File: config.mk
export PLATFORM = sky130hd
export DESIGN_NAME = lnm_pipe_flat
export DESIGN_NICKNAME = d
export VERILOG_FILES = /design/src/hw/rtl/lnm_pkg.sv /design/src/hw/rtl/lnm_if.sv /design/src/hw/rtl/lnm_pipe.sv /design/src/flat_wrapper.sv
export SDC_FILE = /design/constraint.sdc
export NUM_CORES = 2
export LEC_CHECK = 0
export BUFFER_PORTS_ARGS = -buffer_cell sky130_fd_sc_hd__buf_2
export CAP_MARGIN = 20
export CORE_UTILIZATION = 30
export DETAILED_ROUTE_END_ITERATION = 12
export GPL_TIMING_DRIVEN = 0
export PLACE_DENSITY = 0.48
export SYNTH_ARGS = -nofsm -noshare
export SYNTH_HDL_FRONTEND = slang
export SYNTH_SLANG_ARGS = --single-unit
File: constraint.sdc
create_clock -name clk_i -period 5.9 [get_ports clk_i]
set_input_delay 0.295 -clock clk_i [delete_from_list [all_inputs] [get_ports clk_i]]
set_output_delay 0.295 -clock clk_i [all_outputs]
set_load 0.02 [all_outputs]
File: src/hw/rtl/lnm_pkg.sv
// ----------------------------------------------------------------------------
// lnm_pkg
// Shared constants and types of the letterbox nearest-neighbour pixel map.
// ----------------------------------------------------------------------------
package lnm_pkg;

  localparam int MaxSrcW = 512;
  localparam int MaxSrcH = 288;
  localparam int PanelW  = 1024;
  localparam int PanelH  = 600;

  localparam int AddrW      = 5;
  localparam int DataW      = 32;
  localparam int FracW      = 16;
  localparam int SclW       = 27;
  localparam int RecipShift = 26;

  typedef logic [SclW-1:0] lnm_scl_t;

  typedef enum logic [2:0] {
    REG_WINDOW_X  = 3'd0,
    REG_WINDOW_Y  = 3'd1,
    REG_WINDOW_W  = 3'd2,
    REG_WINDOW_H  = 3'd3,
    REG_PICTURE_W = 3'd4,
    REG_PICTURE_H = 3'd5
  } lnm_reg_e;

  typedef struct packed {
    logic        refuse;
    lnm_scl_t    scale;
    lnm_scl_t    recip;
    logic [10:0] out_w;
    logic [9:0]  out_h;
    logic [10:0] out_x;
    logic [10:0] out_y;
    logic [9:0]  pic_w;
    logic [8:0]  pic_h;
  } lnm_geom_t;

  typedef struct packed {
    logic     start;
    lnm_scl_t dividend;
    lnm_scl_t divisor;
  } lnm_div_req_t;

  typedef struct packed {
    logic     done;
    lnm_scl_t quotient;
  } lnm_div_rsp_t;

endpackage

File: src/hw/rtl/lnm_if.sv
// ----------------------------------------------------------------------------
// lnm_if
// Valid/ready channels for pixel coordinates in and mapped locations out.
// ----------------------------------------------------------------------------
interface lnm_in_if;
  logic       valid;
  logic       ready;
  logic [9:0] out_row;
  logic [9:0] out_col;

  modport source (output valid, output out_row, output out_col, input ready);
  modport sink   (input valid, input out_row, input out_col, output ready);
endinterface

interface lnm_out_if;
  logic        valid;
  logic        ready;
  logic        inside_res;
  logic [17:0] source_index;
  logic [19:0] dest_index;

  modport source (output valid, output inside_res, output source_index,
                  output dest_index, input ready);
  modport sink   (input valid, input inside_res, input source_index,
                  input dest_index, output ready);
endinterface

File: src/hw/rtl/lnm_pipe.sv
// ----------------------------------------------------------------------------
// lnm_pipe
// Six-stage pixel map: reciprocal divide with correction, then index build.
// ----------------------------------------------------------------------------
module lnm_pipe #(
  parameter int PANEL_W = lnm_pkg::PanelW,
  parameter int PANEL_H = lnm_pkg::PanelH
) (
  input  logic               clk_i,
  input  logic               rst_ni,
  input  logic               hold_i,
  input  lnm_pkg::lnm_geom_t geom_i,
  lnm_in_if.sink             in_i,
  lnm_out_if.source          out_o
);

  localparam int SW = lnm_pkg::SclW;
  localparam int Sh = lnm_pkg::RecipShift - lnm_pkg::FracW;
  localparam logic [12:0] PanW = 13'(PANEL_W);
  localparam logic [12:0] PanH = 13'(PANEL_H);

  logic [6:1] v_q, en;
  logic       acc;

  logic [9:0]    s1_row_q, s1_col_q, s2_row_q, s2_col_q, s3_row_q, s3_col_q;
  logic [11:0]   s1_drow_q, s1_dcol_q, s2_drow_q, s2_dcol_q, s3_drow_q, s3_dcol_q;
  logic [11:0]   s4_drow_q, s4_dcol_q, s5_dcol_q;
  logic          s1_ok_q, s2_ok_q, s3_ok_q, s4_ok_q, s5_ok_q;
  logic [SW-1:0] s2_q0r_q, s2_q0c_q, s3_q0r_q, s3_q0c_q, s3_mr_q, s3_mc_q;
  logic [SW-1:0] s4_qr_q, s4_qc_q;
  logic [17:0]   s5_sprod_q, s5_sc_q;
  logic [19:0]   s5_dprod_q;
  logic          s6_in_q;
  logic [17:0]   s6_src_q;
  logic [19:0]   s6_dst_q;

  logic [36:0]   p_row, p_col;
  logic [SW-1:0] r_row, r_col;

  always_comb begin
    en[6] = !v_q[6] || out_o.ready;
    for (int k = 5; k >= 1; k--) begin
      en[k] = !v_q[k] || en[k+1];
    end
  end

  assign in_i.ready = en[1] && !hold_i;
  assign acc        = in_i.valid && in_i.ready;

  always_ff @(posedge clk_i or negedge rst_ni) begin
    if (!rst_ni) begin
      v_q <= '0;
    end else begin
      if (en[1]) v_q[1] <= acc;
      for (int k = 2; k <= 6; k++) begin
        if (en[k]) v_q[k] <= v_q[k-1];
      end
    end
  end

  assign p_row = 37'(s1_row_q) * 37'(geom_i.recip);
  assign p_col = 37'(s1_col_q) * 37'(geom_i.recip);
  assign r_row = {1'b0, s3_row_q, {lnm_pkg::FracW{1'b0}}} - s3_mr_q;
  assign r_col = {1'b0, s3_col_q, {lnm_pkg::FracW{1'b0}}} - s3_mc_q;

  always_ff @(posedge clk_i) begin
    if (en[1]) begin
      s1_row_q  <= in_i.out_row;
      s1_col_q  <= in_i.out_col;
      s1_ok_q   <= !geom_i.refuse && (in_i.out_row < geom_i.out_h) &&
                   ({1'b0, in_i.out_col} < geom_i.out_w);
      s1_drow_q <= {1'b0, geom_i.out_y} + {2'b0, in_i.out_row};
      s1_dcol_q <= {1'b0, geom_i.out_x} + {2'b0, in_i.out_col};
    end
    if (en[2]) begin
      s2_q0r_q  <= p_row[Sh +: SW];
      s2_q0c_q  <= p_col[Sh +: SW];
      s2_row_q  <= s1_row_q;
      s2_col_q  <= s1_col_q;
      s2_ok_q   <= s1_ok_q && ({1'b0, s1_drow_q} < PanH) && ({1'b0, s1_dcol_q} < PanW);
      s2_drow_q <= s1_drow_q;
      s2_dcol_q <= s1_dcol_q;
    end
    if (en[3]) begin
      s3_mr_q   <= s2_q0r_q * geom_i.scale;
      s3_mc_q   <= s2_q0c_q * geom_i.scale;
      s3_q0r_q  <= s2_q0r_q;
      s3_q0c_q  <= s2_q0c_q;
      s3_row_q  <= s2_row_q;
      s3_col_q  <= s2_col_q;
      s3_ok_q   <= s2_ok_q;
      s3_drow_q <= s2_drow_q;
      s3_dcol_q <= s2_dcol_q;
    end
    if (en[4]) begin
      s4_qr_q   <= s3_q0r_q + SW'(r_row >= geom_i.scale);
      s4_qc_q   <= s3_q0c_q + SW'(r_col >= geom_i.scale);
      s4_ok_q   <= s3_ok_q;
      s4_drow_q <= s3_drow_q;
      s4_dcol_q <= s3_dcol_q;
    end
    if (en[5]) begin
      s5_ok_q    <= s4_ok_q && (s4_qr_q < {18'b0, geom_i.pic_h});
      s5_sc_q    <= (s4_qc_q < {17'b0, geom_i.pic_w}) ? s4_qc_q[17:0] : '0;
      s5_sprod_q <= s4_qr_q[17:0] * {8'b0, geom_i.pic_w};
      s5_dprod_q <= 20'(s4_drow_q * PANEL_W);
      s5_dcol_q  <= s4_dcol_q;
    end
    if (en[6]) begin
      s6_in_q  <= s5_ok_q;
      s6_src_q <= s5_ok_q ? s5_sprod_q + s5_sc_q : '0;
      s6_dst_q <= s5_ok_q ? s5_dprod_q + {8'b0, s5_dcol_q} : '0;
    end
  end

  assign out_o.valid        = v_q[6];
  assign out_o.inside_res   = s6_in_q;
  assign out_o.source_index = s6_src_q;
  assign out_o.dest_index   = s6_dst_q;

endmodule

File: src/flat_wrapper.sv
// flat-port wrapper written by rule: the top's interface ports become plain ports
module lnm_pipe_flat 
#(
  parameter int PANEL_W = lnm_pkg::PanelW,
  parameter int PANEL_H = lnm_pkg::PanelH
)
  (clk_i, rst_ni, hold_i, geom_i, in_i_valid, in_i_out_row, in_i_out_col, in_i_ready, out_o_valid, out_o_inside_res, out_o_source_index, out_o_dest_index, out_o_ready);
  lnm_in_if in_i_i ();
  lnm_out_if out_o_i ();
  input  logic clk_i;
  input  logic rst_ni;
  input  logic hold_i;
  input  lnm_pkg::lnm_geom_t geom_i;
  input wire logic [$bits(in_i_i.valid)-1:0] in_i_valid;
  input wire logic [$bits(in_i_i.out_row)-1:0] in_i_out_row;
  input wire logic [$bits(in_i_i.out_col)-1:0] in_i_out_col;
  output wire logic [$bits(in_i_i.ready)-1:0] in_i_ready;
  output wire logic [$bits(out_o_i.valid)-1:0] out_o_valid;
  output wire logic [$bits(out_o_i.inside_res)-1:0] out_o_inside_res;
  output wire logic [$bits(out_o_i.source_index)-1:0] out_o_source_index;
  output wire logic [$bits(out_o_i.dest_index)-1:0] out_o_dest_index;
  input wire logic [$bits(out_o_i.ready)-1:0] out_o_ready;
  assign in_i_i.valid = in_i_valid;
  assign in_i_i.out_row = in_i_out_row;
  assign in_i_i.out_col = in_i_out_col;
  assign in_i_ready = in_i_i.ready;
  assign out_o_valid = out_o_i.valid;
  assign out_o_inside_res = out_o_i.inside_res;
  assign out_o_source_index = out_o_i.source_index;
  assign out_o_dest_index = out_o_i.dest_index;
  assign out_o_i.ready = out_o_ready;
  lnm_pipe #(.PANEL_W(PANEL_W), .PANEL_H(PANEL_H)) u_core (.clk_i(clk_i), .rst_ni(rst_ni), .hold_i(hold_i), .geom_i(geom_i), .in_i(in_i_i), .out_o(out_o_i));
endmodule
==> run metrics <==
relative slew slack 0.279; Synthesis Warnings 0; worst-path maximum fanout 8; vias in the first global route 47400; FF-to-FF End u_core.s3_mr_q[26]; final setup vio count 22; CTS tree done; period utilization 1.10; synthesized cell area 62700 um2; grt ovf 0; RSZ-0062 raised after global routing yes; Nets 8419; Avg Cell Area, Syn 10.1 um2; maxcap violations 0; die area 211000 um2; FF+latch count, synth 474; wire per inst 21.8 um; Worst Path Required 6280 ps; final worst setup slack -606 ps; Vert. Die Dim 459 um; pin count of the biggest net entering global routing 61; antenna-violating nets left 0; CP endpoint kind register; min-delay worst type input pin to register; Worst Hold End u_core.s1_ok_q; Reg clk slew, reported paths 70 ps; Final Max Tran Viols 0; drt initial violations 2387; Reg2Reg Depth 23; via count 44400; largest family of logic cells by synthesized area adder cells; worst skew pair latency 680 ps; failing checks setup timing; Tmin final 6510 ps; PortBufs 149; flop2flop setup slack -610 ps; Reg-to-Reg Start u_core.s2_q0r_q[9]; layout cells sized above 1 0.137; Clk Tree Root Cell clkbuf_16; initial antenna violation count 17; Setup CP Type register to register; clk sinks 474; Remaining DRCs 0; register area 14200 um2; CP startpoint kind register; post-synthesis simple-gate area fraction 0.157; Initial DRT Pass Iterations 5; Synth Area in Compound Gates 0.0402; hold depth 3; sequential element share of the synthesized area 0.226; Row Count 167; gr usage total 0.199; Clock Skew 42.3 ps; Routed WL 208 mm; Die X 459 um; Cells after Synth 6223; ys flop type edfxtp_1; FMAX 0.154 GHz; post-layout util 0.359; Final Wtd Congestion 0.924; adder-cell share of the synthesized area 0.437; Data arrival, critical path 6890 ps; clk buf depth 3; first-pass GRT wire length 309 mm; TritonCTS Buffers 55; H-tree depth 2; P&R area growth vs syn 18.7%; Hold Fails Final Rpt 0; worst min-delay path startpoint geom_i[61]; mux share of post-synthesis cell area 0; Placeable Area 207000 um2; status complete, but fails checks; area of the multi-input gates 44500 um2; xor/xnor share of the synthesized area 0.0483; via/cell ratio 4.64; io pins 183; Filler Cells Inserted 20900; worst slew pin tran 1080 ps; Post-synth EDFFs 468; initial cell density of the core 0.302; async set-reset flop share out of synthesis 0.0127; hpwl dp 160 mm; synth unique cells 71
-- how the worst max path moves through the flow --
stage / start / end / slack, ps / cells past startpoint
after floorplan: u_core.s2_q0c_q[7] / u_core.s3_mc_q[26] / -140 / 24
after global placement: geom_i[93] / u_core.s3_mr_q[26] / -2270 / 25
after detailed placement: geom_i[93] / u_core.s3_mr_q[26] / -2230 / 25
after CTS: u_core.s2_q0r_q[8] / u_core.s3_mr_q[25] / -650 / 25
after global routing: u_core.s2_q0r_q[9] / u_core.s3_mr_q[26] / -810 / 24
final: u_core.s2_q0r_q[9] / u_core.s3_mr_q[26] / -610 / 23
-- sequential cells by signal, indices dropped and copies added, names as in the netlist, 18 cells and up --
| register | cells |
|---|---|
| u_core.out_o.dest_index | 20 |
| u_core.out_o.source_index | 18 |
| u_core.s2_q0c_q | 27 |
| u_core.s2_q0r_q | 27 |
| u_core.s3_mc_q | 27 |
| u_core.s3_mr_q | 27 |
| u_core.s3_q0c_q | 27 |
| u_core.s3_q0r_q | 27 |
| u_core.s4_qc_q | 27 |
| u_core.s4_qr_q | 27 |
| u_core.s5_sc_q | 18 |
| u_core.s5_sprod_q | 18 |
-- worst max-delay path, cell delays in order (launching register included) --
cell,delay (ps)
edfxtp_1,410
buf_12,170
buf_6,140
buf_6,170
and2_1,220
fa_1,540
inv_1,70
fa_1,460
fa_1,500
inv_1,60
fa_1,500
inv_1,50
fa_1,550
fa_1,440
fa_1,490
inv_1,70
ha_4,170
nor3_2,170
nor2b_4,240
o31ai_4,110
o21ai_2,150
nand2b_1,110
a21oi_4,260
xnor2_2,140
-- cell families after synthesis --
logic type / Yosys count
other cells: 1
fa+ha+maj: 1564
simple gates: 1926
buf+inv: 1530
xor+xnor: 346
compound gates: 382
flops: 474
-- synth_stat cells, types with 6 or more instances --
library cell  number  area, um2
inv_1           1271       4770
fa_1            1044      20900
and2_1           796       4980
nand2_1          748       2810
ha_1             520       6510
edfxtp_1         468      14100
xnor2_1          262       2290
clkbuf_1         252        946
nor2_1           125        469
a21oi_1           98        490
xor2_1            84        736
a21o_1            73        548
o21ai_0           53        265
nand3_1           45        225
nor3_1            38        190
nor2b_1           37        231
o21a_1            29        218
and3_1            27        169
nand2b_1          26        163
nand4_1           26        163
o21ai_1           22        110
a211oi_1          17        128
o21bai_1          17        128
nor4_1            13       81.3
or2_2              9       56.3
a31oi_1            8       50.1
or4_1              8       60.1
or3_1              7       43.8
and4_1             6       52.6
dfrtp_1            6        150
-- per-stage QoR --
stage | hold slack (ps) | instances | worst slack [ps] | cell area, um2 | setup TNS [ps]
after global placement | 120 | 9167 | -2270 | 67200 | -518730
after floorplan | -0.591 | 6230 | -144 | 62900 | -278
final | 82.3 | 9559 | -606 | 74500 | -5170
after CTS | 57.5 | 9501 | -645 | 73300 | -6030
after detailed placement | 124 | 9176 | -2230 | 67400 | -80710
after global routing | 59.7 | 9550 | -812 | 74400 | -9830
-- cells in the final DEF, fill, tap and decap left out, drive strengths merged, types with 21 or more instances in the layout --
| cell type | count |
|---|---|
| buf | 449 |
| o21a | 29 |
| nor2 | 125 |
| a21oi | 99 |
| ha | 520 |
| and2 | 796 |
| xor2 | 84 |
| a21o | 73 |
| and3 | 27 |
| clkbuf | 272 |
| o21ai | 75 |
| nand2b | 26 |
| inv | 1277 |
| nor3 | 39 |
| nand2 | 748 |
| xnor2 | 262 |
| nand4 | 26 |
| nor2b | 37 |
| nand3 | 45 |
| fa | 1044 |
| dlygate4sd3 | 29 |
| edfxtp | 468 |
| clkinv | 21 |
-- layout make-up --
class	count	area share
clock inverters	37	0.00555
plain buffers	237	0.0229
multi-input cells	4226	0.598
inverters	1271	0.0641
clock buffers	65	0.0190
well taps	2788	0.0468
repair buffers	448	0.0522
flip-flops and latches	474	0.191
diodes	13	0.000437
-- routing by layer --
metal	global-route usage	share of wire	vias to the layer above
li1	-	-	20000
met1	0.256	0.42	22800
met2	0.332	0.47	1282
met3	0.0325	0.059	319
met4	0.0785	0.046	0
met5	0	0	-
-- repair_timing --
action / CTS / global route
setup endpoints to repair: 95 / 75
hold buffers: 29 / 0
setup buffers: 207 / 57
gates cloned: 1 / 1
pin swaps: 143 / 171
resized for setup: 432 / 257
hold endpoints to repair: 33 / 0
Power is not shown: default switching activity piles up to over one toggle a cycle in this logic, so the estimate is an artifact.
