### config.mk
export PLATFORM = sky130hd
export DESIGN_NAME = lnm_cfg
export DESIGN_NICKNAME = d
export VERILOG_FILES = /design/src/hw/rtl/lnm_pkg.sv /design/src/hw/rtl/lnm_div.sv /design/src/hw/rtl/lnm_cfg.sv
export SDC_FILE = /design/constraint.sdc
export NUM_CORES = 1
export LEC_CHECK = 0
export ABC_AREA = 1
export ABC_CLOCK_PERIOD_IN_PS = 7400
export BUFFER_PORTS_ARGS = -buffer_cell sky130_fd_sc_hd__buf_2
export CORE_UTILIZATION = 47
export DETAILED_ROUTE_END_ITERATION = 7
export RECOVER_POWER = 50
export SYNTH_ARGS = -nofsm -noshare
export SYNTH_HDL_FRONTEND = slang
export SYNTH_SLANG_ARGS = --single-unit
### constraint.sdc
create_clock -name clk_i -period 7.4 [get_ports clk_i]
set_clock_uncertainty 0.15 [all_clocks]
set_input_delay 0.74 -clock clk_i [delete_from_list [all_inputs] [get_ports clk_i]]
set_output_delay 0.74 -clock clk_i [all_outputs]
set_load 0.01 [all_outputs]
### src/hw/rtl/lnm_pkg.sv
// ----------------------------------------------------------------------------
// lnm_pkg
// Shared constants and types of the letterbox nearest-neighbour pixel map.
// ----------------------------------------------------------------------------
package lnm_pkg;

  localparam int MaxSrcW = 512;
  localparam int MaxSrcH = 288;
  localparam int PanelW  = 1024;
  localparam int PanelH  = 600;

  localparam int AddrW      = 5;
  localparam int DataW      = 32;
  localparam int FracW      = 16;
  localparam int SclW       = 27;
  localparam int RecipShift = 26;

  typedef logic [SclW-1:0] lnm_scl_t;

  typedef enum logic [2:0] {
    REG_WINDOW_X  = 3'd0,
    REG_WINDOW_Y  = 3'd1,
    REG_WINDOW_W  = 3'd2,
    REG_WINDOW_H  = 3'd3,
    REG_PICTURE_W = 3'd4,
    REG_PICTURE_H = 3'd5
  } lnm_reg_e;

  typedef struct packed {
    logic        refuse;
    lnm_scl_t    scale;
    lnm_scl_t    recip;
    logic [10:0] out_w;
    logic [9:0]  out_h;
    logic [10:0] out_x;
    logic [10:0] out_y;
    logic [9:0]  pic_w;
    logic [8:0]  pic_h;
  } lnm_geom_t;

  typedef struct packed {
    logic     start;
    lnm_scl_t dividend;
    lnm_scl_t divisor;
  } lnm_div_req_t;

  typedef struct packed {
    logic     done;
    lnm_scl_t quotient;
  } lnm_div_rsp_t;

endpackage

### src/hw/rtl/lnm_div.sv
// ----------------------------------------------------------------------------
// lnm_div
// Restoring divider, one quotient bit per cycle.
// ----------------------------------------------------------------------------
module lnm_div (
  input  logic                  clk_i,
  input  logic                  rst_ni,
  input  lnm_pkg::lnm_div_req_t req_i,
  output lnm_pkg::lnm_div_rsp_t rsp_o
);

  localparam int W    = lnm_pkg::SclW;
  localparam int CntW = $clog2(W);
  localparam logic [CntW-1:0] Last = CntW'(W - 1);

  logic [W-1:0]    rem_q, quo_q, dvs_q;
  logic [W-1:0]    rem_d, quo_d;
  logic [CntW-1:0] cnt_q;
  logic            busy_q, done_q;
  logic [W:0]      sh, diff;
  logic            ge;

  always_comb begin
    sh    = {rem_q, quo_q[W-1]};
    diff  = sh - {1'b0, dvs_q};
    ge    = sh >= {1'b0, dvs_q};
    rem_d = ge ? diff[W-1:0] : sh[W-1:0];
    quo_d = {quo_q[W-2:0], ge};
  end

  always_ff @(posedge clk_i or negedge rst_ni) begin
    if (!rst_ni) begin
      busy_q <= 1'b0;
      done_q <= 1'b0;
      cnt_q  <= '0;
      rem_q  <= '0;
      quo_q  <= '0;
      dvs_q  <= '0;
    end else begin
      done_q <= 1'b0;
      if (req_i.start) begin
        busy_q <= 1'b1;
        cnt_q  <= '0;
        rem_q  <= '0;
        quo_q  <= req_i.dividend;
        dvs_q  <= req_i.divisor;
      end else if (busy_q) begin
        rem_q <= rem_d;
        quo_q <= quo_d;
        cnt_q <= cnt_q + 1'b1;
        if (cnt_q == Last) begin
          busy_q <= 1'b0;
          done_q <= 1'b1;
        end
      end
    end
  end

  assign rsp_o.done     = done_q;
  assign rsp_o.quotient = quo_q;

endmodule

### src/hw/rtl/lnm_cfg.sv
// ----------------------------------------------------------------------------
// lnm_cfg
// Register file and setup sequencer: derives scale, reciprocal and placement.
// ----------------------------------------------------------------------------
module lnm_cfg #(
  parameter int MAX_SRC_W = lnm_pkg::MaxSrcW,
  parameter int MAX_SRC_H = lnm_pkg::MaxSrcH
) (
  input  logic                      clk_i,
  input  logic                      rst_ni,
  input  logic                      psel,
  input  logic                      penable,
  input  logic                      pwrite,
  input  logic [lnm_pkg::AddrW-1:0] paddr,
  input  logic [lnm_pkg::DataW-1:0] pwdata,
  output logic [lnm_pkg::DataW-1:0] prdata,
  output logic                      pready,
  output lnm_pkg::lnm_geom_t        geom_o,
  output logic                      busy_o
);

  typedef enum logic [3:0] {
    ST_IDLE, ST_KICK_X, ST_WAIT_X, ST_KICK_Y, ST_WAIT_Y,
    ST_KICK_R, ST_WAIT_R, ST_SIZE, ST_CENTER
  } state_e;

  localparam lnm_pkg::lnm_scl_t RecipNum = lnm_pkg::lnm_scl_t'(1) << lnm_pkg::RecipShift;
  localparam logic [11:0] MaxW = 12'(MAX_SRC_W);
  localparam logic [11:0] MaxH = 12'(MAX_SRC_H);

  state_e               state_q;
  logic [9:0]           wx_q, wy_q, wh_q, pw_q;
  logic [10:0]          ww_q;
  logic [8:0]           ph_q;
  lnm_pkg::lnm_scl_t    sx_q, scale_q, recip_q;
  logic [10:0]          out_w_q, out_x_q, out_y_q;
  logic [9:0]           out_h_q;
  logic                 refuse_q;
  logic                 wr;
  lnm_pkg::lnm_reg_e    idx;
  lnm_pkg::lnm_div_req_t div_req;
  lnm_pkg::lnm_div_rsp_t div_rsp;
  logic [36:0]          pw_prod, ph_prod;
  logic [10:0]          free_w;
  logic [9:0]           free_h;

  assign wr     = psel && penable && pwrite;
  assign idx    = lnm_pkg::lnm_reg_e'(paddr[4:2]);
  assign pready = 1'b1;

  always_ff @(posedge clk_i or negedge rst_ni) begin
    if (!rst_ni) begin
      wx_q <= '0;
      wy_q <= '0;
      ww_q <= 11'd1024;
      wh_q <= 10'd600;
      pw_q <= 10'd512;
      ph_q <= 9'd288;
    end else if (wr) begin
      unique case (idx)
        lnm_pkg::REG_WINDOW_X:  wx_q <= pwdata[9:0];
        lnm_pkg::REG_WINDOW_Y:  wy_q <= pwdata[9:0];
        lnm_pkg::REG_WINDOW_W:  ww_q <= pwdata[10:0];
        lnm_pkg::REG_WINDOW_H:  wh_q <= pwdata[9:0];
        lnm_pkg::REG_PICTURE_W: pw_q <= pwdata[9:0];
        lnm_pkg::REG_PICTURE_H: ph_q <= pwdata[8:0];
        default: ;
      endcase
    end
  end

  always_comb begin
    unique case (idx)
      lnm_pkg::REG_WINDOW_X:  prdata = {22'b0, wx_q};
      lnm_pkg::REG_WINDOW_Y:  prdata = {22'b0, wy_q};
      lnm_pkg::REG_WINDOW_W:  prdata = {21'b0, ww_q};
      lnm_pkg::REG_WINDOW_H:  prdata = {22'b0, wh_q};
      lnm_pkg::REG_PICTURE_W: prdata = {22'b0, pw_q};
      lnm_pkg::REG_PICTURE_H: prdata = {23'b0, ph_q};
      default:                prdata = '0;
    endcase
  end

  always_comb begin
    div_req.start    = (state_q == ST_KICK_X) || (state_q == ST_KICK_Y) ||
                       (state_q == ST_KICK_R);
    div_req.dividend = {ww_q, 16'b0};
    div_req.divisor  = {17'b0, pw_q};
    unique case (state_q)
      ST_KICK_Y: begin
        div_req.dividend = {1'b0, wh_q, 16'b0};
        div_req.divisor  = {18'b0, ph_q};
      end
      ST_KICK_R: begin
        div_req.dividend = RecipNum;
        div_req.divisor  = scale_q;
      end
      default: ;
    endcase
  end

  lnm_div u_div (
    .clk_i (clk_i),
    .rst_ni(rst_ni),
    .req_i (div_req),
    .rsp_o (div_rsp)
  );

  assign pw_prod = 37'(pw_q) * 37'(scale_q);
  assign ph_prod = 37'(ph_q) * 37'(scale_q);
  assign free_w  = ww_q - out_w_q;
  assign free_h  = wh_q - out_h_q;

  always_ff @(posedge clk_i or negedge rst_ni) begin
    if (!rst_ni) begin
      state_q  <= ST_KICK_X;
      sx_q     <= '0;
      scale_q  <= '0;
      recip_q  <= '0;
      out_w_q  <= '0;
      out_h_q  <= '0;
      out_x_q  <= '0;
      out_y_q  <= '0;
      refuse_q <= 1'b1;
    end else if (wr) begin
      state_q <= ST_KICK_X;
    end else begin
      unique case (state_q)
        ST_IDLE:   state_q <= ST_IDLE;
        ST_KICK_X: state_q <= ST_WAIT_X;
        ST_WAIT_X: begin
          if (div_rsp.done) begin
            sx_q    <= div_rsp.quotient;
            state_q <= ST_KICK_Y;
          end
        end
        ST_KICK_Y: state_q <= ST_WAIT_Y;
        ST_WAIT_Y: begin
          if (div_rsp.done) begin
            scale_q <= (div_rsp.quotient < sx_q) ? div_rsp.quotient : sx_q;
            state_q <= ST_KICK_R;
          end
        end
        ST_KICK_R: state_q <= ST_WAIT_R;
        ST_WAIT_R: begin
          if (div_rsp.done) begin
            recip_q <= div_rsp.quotient;
            state_q <= ST_SIZE;
          end
        end
        ST_SIZE: begin
          out_w_q <= pw_prod[26:16];
          out_h_q <= ph_prod[25:16];
          state_q <= ST_CENTER;
        end
        ST_CENTER: begin
          out_x_q  <= {1'b0, wx_q} + {1'b0, free_w[10:1]};
          out_y_q  <= {1'b0, wy_q} + {2'b0, free_h[9:1]};
          refuse_q <= (pw_q == '0) || (ph_q == '0) || ({2'b0, pw_q} > MaxW) ||
                      ({3'b0, ph_q} > MaxH) || (scale_q == '0);
          state_q  <= ST_IDLE;
        end
        default: state_q <= ST_KICK_X;
      endcase
    end
  end

  assign busy_o = (state_q != ST_IDLE);

  always_comb begin
    geom_o.refuse = refuse_q;
    geom_o.scale  = scale_q;
    geom_o.recip  = recip_q;
    geom_o.out_w  = out_w_q;
    geom_o.out_h  = out_h_q;
    geom_o.out_x  = out_x_q;
    geom_o.out_y  = out_y_q;
    geom_o.pic_w  = pw_q;
    geom_o.pic_h  = ph_q;
  end

endmodule

==> results.tsv, run 1 <==
metric	value	unit
Final min period	6.19	ns
normalized max-slew margin	-160	%
Fin Setup TNS	0	ns
Crit path buffers/inverters	5	
Worst Max-Slew Pin Slew	3.89	ns
Antenna diodes	0	
area grow syn2layout	8.00	%
Static Leak	17.4	nW
Most Frequent Cell on Critical Path	fa_1	
PnR Total Power	8.04	mW
Starting Density	47.7	%
max-cap violation count	4	
Max Freq	161	MHz
Place WS	1.56	ns
crit path DAT	6.40	ns
post-CTS setup buffers	0	
Die X	250	um
first-pass GRT wire length	140	mm
vias	25200	
Final WS setup	1.21	ns
final wirelength	88.1	mm
initial antenna violation count	3	
violated checks	capacitance limit, slew limit	
Fin. Hold Viols	0	
clock-pin slew on the worst setup and hold paths	0.06	ns
Rows	90	
RSZ-0062 raised after global routing	no	
layout cells sized above 1	5.19	%
critical path type	flip-flop to flip-flop	
top post-synthesis cells by area	dfrtp_1 (23%), fa_1 (21%), nand2_1 (14%)	
number of clock sinks	277	
PD cells	258	nW/um^2
TritonCTS buffer count	34	
syn avg cell area	7.37	sq um
Via density	5.25	
Post-CTS Resized	0	
CP Max Fanout	15	
final max-slew violation count	207	
clock root buffer	clkbuf_16	
die height	250	um
worst skew pair latency	0.56	ns
pin count of the biggest net entering global routing	157	
CP cell instances	clkbuf_1 > nand2_1 > inv_1 > fa_1 > fa_1 > fa_1 > fa_1 > inv_1 > fa_1 > inv_1 > ha_1 > nand2_1 > nor2_1 > nand2_1 > inv_1 > o21ai_0 > nand3_1 > nand2_1 > nand3_1 > o21ai_0	
Die ar.	62400	sq um
synthesized instance count	3918	
Nets	4483	
register bit count reported by yosys	277	
period utilization	83.7	%
ys async rst share	100	%
max incr delay on CP	0.88	ns
Tot GR Track Use	28.9	%
post-synth cell types	51	
WL per Instance	18.4	um
crit path launch type	flip-flop	
core area	60500	sq um
vias in the first global route	24900	
count leader, synth	nand2_1	
share of the synthesized area in the top cell type	23.2	%
most common flop cell mapped by yosys	dfrtp_1	
drt first pass iters	6	
I/O pin cnt	193	
Max VDD drop	0.229	mV
Syn Std Cell Area	28900	sq um
H-tree depth	2	
Worst Hold Class	input port to flip-flop	
outcome	complete, but fails checks	
Antenna Nets Post-Route	0	
CTS tree	built	
DRC	0	
Final setup viols	0	
sequential share of the synthesized area	24.1	%
port bufs	147	
Final Util	51.5	%
Worst EP required	7.61	ns
CP Capture Type	flip-flop	
Detailed Place HPWL	66.9	mm
drt initial violations	1683	
routability cong.	0.974	
number of synthesized flops with an enable pin	0	
cell accounting for the most synthesized area	dfrtp_1	
Clock Tree Buf Depth	3	
gr ovfl total	0	
most frequent cells after synthesis	nand2_1 (1098), inv_1 (849), fa_1 (298), dfrtp_1 (267), nand3_1 (231)	
CP max-delay cell	dfrtp_1	
Ys Warns	0	
CP top delay family	adder cells	
[placed cells by master, fill, tap and decap left out, types with 11 or more instances in the layout]
master / n
clkbuf_1: 96
dfrtp_1: 267
buf_2: 62
inv_1: 851
nand3b_1: 11
nand2_1: 1098
nor2_1: 131
o22ai_1: 44
xor2_1: 26
buf_4: 44
a21oi_1: 136
o221ai_1: 13
conb_1: 22
a21o_1: 14
xnor2_1: 28
nand4_1: 60
nor3_1: 29
o21ai_0: 196
ha_1: 160
o21bai_1: 12
nand3_1: 231
clkbuf_16: 35
fa_1: 298
o21ai_1: 24
[worst register-to-register path: stages, from the launching register on]
cell and delay [ns]:
dfrtp_1 0.88, clkbuf_1 0.69, nand2_1 0.11, inv_1 0.10
fa_1 0.45, fa_1 0.56, fa_1 0.44, fa_1 0.54
inv_1 0.06, fa_1 0.53, inv_1 0.04, ha_1 0.38
nand2_1 0.15, nor2_1 0.17, nand2_1 0.07, inv_1 0.07
o21ai_0 0.11, nand3_1 0.12, nand2_1 0.05, nand3_1 0.19
o21ai_0 0.14
[state kept, by name, summed over array words and instances, names as in the netlist, 11 cells and up]
register	flops
out_w_q	11
out_x_q	11
out_y_q	11
recip_q	27
scale_q	27
sx_q	27
u_div.dvs_q	27
u_div.quo_q	27
u_div.rem_q	27
ww_q	11
[final timing paths]
check / startpoint / end / slack [ns] / cells past startpoint
worst max register to register: pw_q[5] / out_w_q[6] / 1.21 / 20
max in group asynchronous: rst_ni / u_div.rem_q[20] / 2.16 / 3
worst min-delay path: pwdata[10] / ww_q[10] / 0.28 / 3
min in group asynchronous: rst_ni / out_x_q[9] / 1.96 / 2
worst min register to register: scale_q[13] / scale_q[13] / 0.33 / 2
worst max-delay path: pw_q[5] / out_w_q[6] / 1.21 / 20
[where the power goes]
group	internal (mW)	switching [mW]	leakage [nW]	total, mW
registers	1.84	0.394	3.60	2.24
clock network	1.00	0.695	0.541	1.70
logic	1.40	2.71	13.2	4.11
[per-layer routing]
| metal | track usage [%] | vias to the layer above | routed length, um |
|---|---|---|---|
| li1 | - | 12100 | - |
| met4 | 10.8 | 6 | 3450 |
| met5 | 0 | - | 42 |
| met3 | 4.07 | 170 | 5250 |
| met1 | 38.6 | 12200 | 37900 |
| met2 | 47.7 | 713 | 41400 |
[metrics by stage]
step	area, sq um	hold WS [ns]	cells
5_1_grt	31200	0.306	4790
2_1_floorplan	28900	0.294	3938
4_1_cts	31300	0.258	4790
3_3_place_gp	30200	0.308	4728
3_5_place_dp	30200	0.315	4728
6_report	31200	0.278	4790
[logic make-up after synthesis]
family	share of synthesized area, %
compound gates	9.37
xor+xnor	1.64
fa+ha+maj	27.6
buf+inv	14.3
flops	24.1
other cells	0.0260
simple gates	23.0
[timing repair]
item	in CTS	in global routing
hold buffers	1	0
setup endpoints to repair	0	0
endpoints found under the hold margin	1	0
[final cells by class]
type | count | area, sq um
fill | 6035 | 29300
clock inverter | 15 | 145
timing repair buffer | 200 | 1020
sequential | 277 | 6940
multi-input combinational | 2609 | 17900
tap | 782 | 978
clock buffer | 46 | 977
inverter | 861 | 3230
No activity file was read; power rests on OpenSTA's default activity.
==> inputs of run 2 (changes only) <==
--- a/config.mk
+++ b/config.mk
@@ -6,7 +6,7 @@
 export NUM_CORES = 1
 export LEC_CHECK = 0
 export ABC_AREA = 1
-export ABC_CLOCK_PERIOD_IN_PS = 7400
+export ABC_CLOCK_PERIOD_IN_PS = 6400
 export BUFFER_PORTS_ARGS = -buffer_cell sky130_fd_sc_hd__buf_2
 export CORE_UTILIZATION = 47
 export DETAILED_ROUTE_END_ITERATION = 7
==> constraint.sdc (replaced) <==
create_clock -name clk_i -period 6.4 [get_ports clk_i]
set_clock_uncertainty 0.15 [all_clocks]
set_input_delay 0.64 -clock clk_i [delete_from_list [all_inputs] [get_ports clk_i]]
set_output_delay 0.64 -clock clk_i [all_outputs]
set_load 0.01 [all_outputs]
==> run 2 against run 1 <==
  * Wire length decreased by 1.4%
  * Total power increased by 16%
  * Setup slack worse by 0.60 ns
  * Critical path depth unchanged
  * Register-to-register slack got worse by 0.60 ns
  * Clock power increased by 18%
  * Cell area is 0.34% higher
  * Core utilization rose by 0.17 points
  * Clock-buffer cell count increased by 2
  * The flow still finishes with violations (capacitance limit, slew limit)
  * Global-route usage down 0.59 points
  * Critical endpoint is now out_w_q[2]
==> results.tsv, run 2 (same netlist as run 1, synthesis figures left out) <==
metric	value	unit	change
Starting Density	47.7	%	unchanged
TritonCTS buffer count	34		unchanged
Crit path buffers/inverters	4		was 5
Detailed Place HPWL	66.9	mm	about the same
Via density	5.22		was 5.25
combinational share of power	50.9	%	was 51.1%
violated checks	capacitance limit, slew limit		unchanged
final instance area	31300	sq um	was 31200 sq um
Critical R2R Capture	out_w_q[2]		was out_w_q[6]
die height	250	um	unchanged
Fin Setup TNS	0	ns	unchanged
vias in the first global route	24700		was 24900
worst skew pair latency	0.55	ns	was 0.56 ns
Most Frequent Cell on Critical Path	nand2_1		was fa_1
drt initial violations	1738		was 1683
crit path launch type	flip-flop		unchanged
core area	60500	sq um	unchanged
Rows	90		unchanged
I/O pin cnt	193		unchanged
Final WS setup	0.611	ns	was 1.21 ns
normalized max-slew margin	-146	%	was -160%
R2R Setup Slk	0.61	ns	was 1.21 ns
clock-pin slew on the worst setup and hold paths	0.06	ns	about the same
clock network power share	21.4	%	was 21.1%
critical path type	flip-flop to flip-flop		unchanged
Worst EP required	6.66	ns	was 7.61 ns
area occupied by multi-input gates	17900	sq um	unchanged
Worst R2R Path Depth	20		unchanged
commonest non-fill, non-tap cell in the layout	nand2_1		unchanged
CP max-delay cell	dfrtp_1		unchanged
Max VDD drop	0.291	mV	was 0.229 mV
cell-internal power	4.96	mW	was 4.24 mW
Hold Path End	ww_q[10]		unchanged
worst r2r src	pw_q[8]		was pw_q[5]
CP cell instances	buf_4 > nand2_1 > inv_1 > fa_1 > fa_1 > fa_1 > fa_1 > inv_1 > fa_1 > inv_1 > ha_1 > nand2_1 > nor4_1 > nand2_1 > nand2_1 > nand2_1 > nand2_1 > nand2_1 > nand3_1 > o21ai_0		was clkbuf_1 > nand2_1 > inv_1 > fa_1 > fa_1 > fa_1 > fa_1 > inv_1 > fa_1 > inv_1 > ha_1 > nand2_1 > nor2_1 > nand2_1 > inv_1 > o21ai_0 > nand3_1 > nand2_1 > nand3_1 > o21ai_0
Fin. Hold Viols	0		unchanged
Fillers	6121		was 6035
Clock Tree Buf Depth	3		unchanged
dpl cell area	30200	sq um	about the same
vias	25000		was 25200
first-pass GRT wire length	138	mm	was 140 mm
Worst Hold Launch	pwdata[10]		unchanged
switching power	4.37	mW	was 3.80 mW
commonest non-fill, non-tap cells in the layout	nand2_1 (1098), inv_1 (850), fa_1 (298)		was nand2_1 (1098), inv_1 (851), fa_1 (298)
crit path DAT	6.05	ns	was 6.40 ns
Final setup viols	0		unchanged
outcome	complete, but fails checks		unchanged
WL per Instance	18.1	um	was 18.4 um
final max-slew violation count	119		was 207
clock root buffer	clkbuf_16		unchanged
Worst Hold Class	input port to flip-flop		unchanged
layout cells sized above 1	5.48	%	was 5.19%
Die X	250	um	unchanged
drt first pass iters	6		unchanged
WHS Path Cells	3		unchanged
Post-CTS Resized	0		unchanged
CP top delay family	adder cells		unchanged
max incr delay on CP	0.84	ns	was 0.88 ns
sequential cell area	6940	sq um	unchanged
Antenna Nets Post-Route	0		unchanged
Static Leak	17.5	nW	was 17.4 nW
final wirelength	86.8	mm	was 88.1 mm
CP Max Fanout	17		was 15
Tot GR Track Use	28.3	%	was 28.9%
routability cong.	0.957		was 0.974
sw frac	46.8	%	was 47.3%
RSZ-0062 raised after global routing	no		unchanged
gr ovfl total	0		unchanged
Nets	4490		was 4483
period utilization	90.5	%	was 83.7%
Die ar.	62400	sq um	unchanged
Place WS	0.642	ns	was 1.56 ns
CP Capture Type	flip-flop		unchanged
Final min period	5.79	ns	was 6.19 ns
Max Freq	173	MHz	was 161 MHz
number of clock sinks	277		unchanged
CTS tree	built		unchanged
sequential power share	27.7	%	was 27.8%
max-cap violation count	2		was 4
PnR Total Power	9.33	mW	was 8.04 mW
DRC	0		unchanged
initial antenna violation count	1		was 3
port bufs	147		unchanged
pin count of the biggest net entering global routing	142		was 157
area grow syn2layout	8.36	%	was 8.00%
H-tree depth	2		unchanged
Worst Max-Slew Pin Slew	3.69	ns	was 3.89 ns
PD cells	298	nW/um^2	was 258 nW/um^2
run 2: changes by cell type in the layout (fill, tap and decap cells not counted), moves of 2 or more:
| cell | previous run | this run |
|---|---|---|
| inv_6 | 1 | 3 |
| buf_2 | 62 | 65 |
| clkbuf_1 | 96 | 92 |
| clkinvlp_4 | 5 | 1 |
| buf_4 | 44 | 54 |
run 2: metrics by stage:
stage / utilization (%) / instances / hold WS (ns)
2_1_floorplan: - / 3938 / 0.194
3_3_place_gp: 50.0 / 4735 / 0.307
3_5_place_dp: 50.0 / 4735 / 0.310
4_1_cts: 51.9 / 4797 / 0.175
5_1_grt: 51.7 / 4797 / 0.207
6_report: 51.7 / 4798 / 0.209
run 2: area by class of cell:
| type | count | area share (%) |
|---|---|---|
| Tap cell | 782 | 3.13 |
| Clock inverter | 13 | 0.504 |
| Multi-Input combinational cell | 2609 | 57.2 |
| Clock buffer | 48 | 3.15 |
| Antenna cell | 1 | 0.00800 |
| Inverter | 861 | 10.3 |
| Sequential cell | 277 | 22.2 |
| Timing Repair Buffer | 207 | 3.52 |
run 2: worst max path at each step:
stage | start | end | slack [ns] | cells after the start
after floorplan | pw_q[9] | out_w_q[8] | 0.89 | 20
after global placement | pw_q[8] | out_w_q[2] | 0.68 | 20
after detailed placement | pw_q[8] | out_w_q[2] | 0.64 | 20
after CTS | pw_q[6] | out_w_q[5] | 0.62 | 18
after global routing | pw_q[4] | out_w_q[10] | 0.31 | 20
final | pw_q[8] | out_w_q[2] | 0.61 | 20
run 2: power groups by stage:
stage	Sequential [mW]	Clock, mW	Combinational [mW]
after CTS	2.57	2.04	4.75
after detailed placement	2.60	0	4.73
after floorplan	2.39	0	3.62
after global routing	2.62	2.10	5.31
final	2.58	2.00	4.75
after global placement	2.60	0	4.70
run 2: layer usage:
metal / vias up / GRT usage [%] / part of all wire, %
met5: - / 0 / 0.017
met4: 2 / 11.1 / 4.0
met3: 156 / 3.48 / 5.3
met2: 644 / 46.8 / 47
met1: 12100 / 37.9 / 44
li1: 12100 / - / -
run 2: what timing repair did:
item / in CTS / in global routing
setup buffers: 0 / 0
hold buffers: 1 / 0
endpoints found under the hold margin: 58 / 0
run 2: worst reg2reg max path, delay by kind of cell, from the launching register on:
family	cells	cell delay [ns]
DFF	1	0.84
AOI/OAI and AO/OA	1	0.12
and+or+nand+nor	9	1.16
adders and majority gates	6	2.93
buffers and inverters	4	0.45
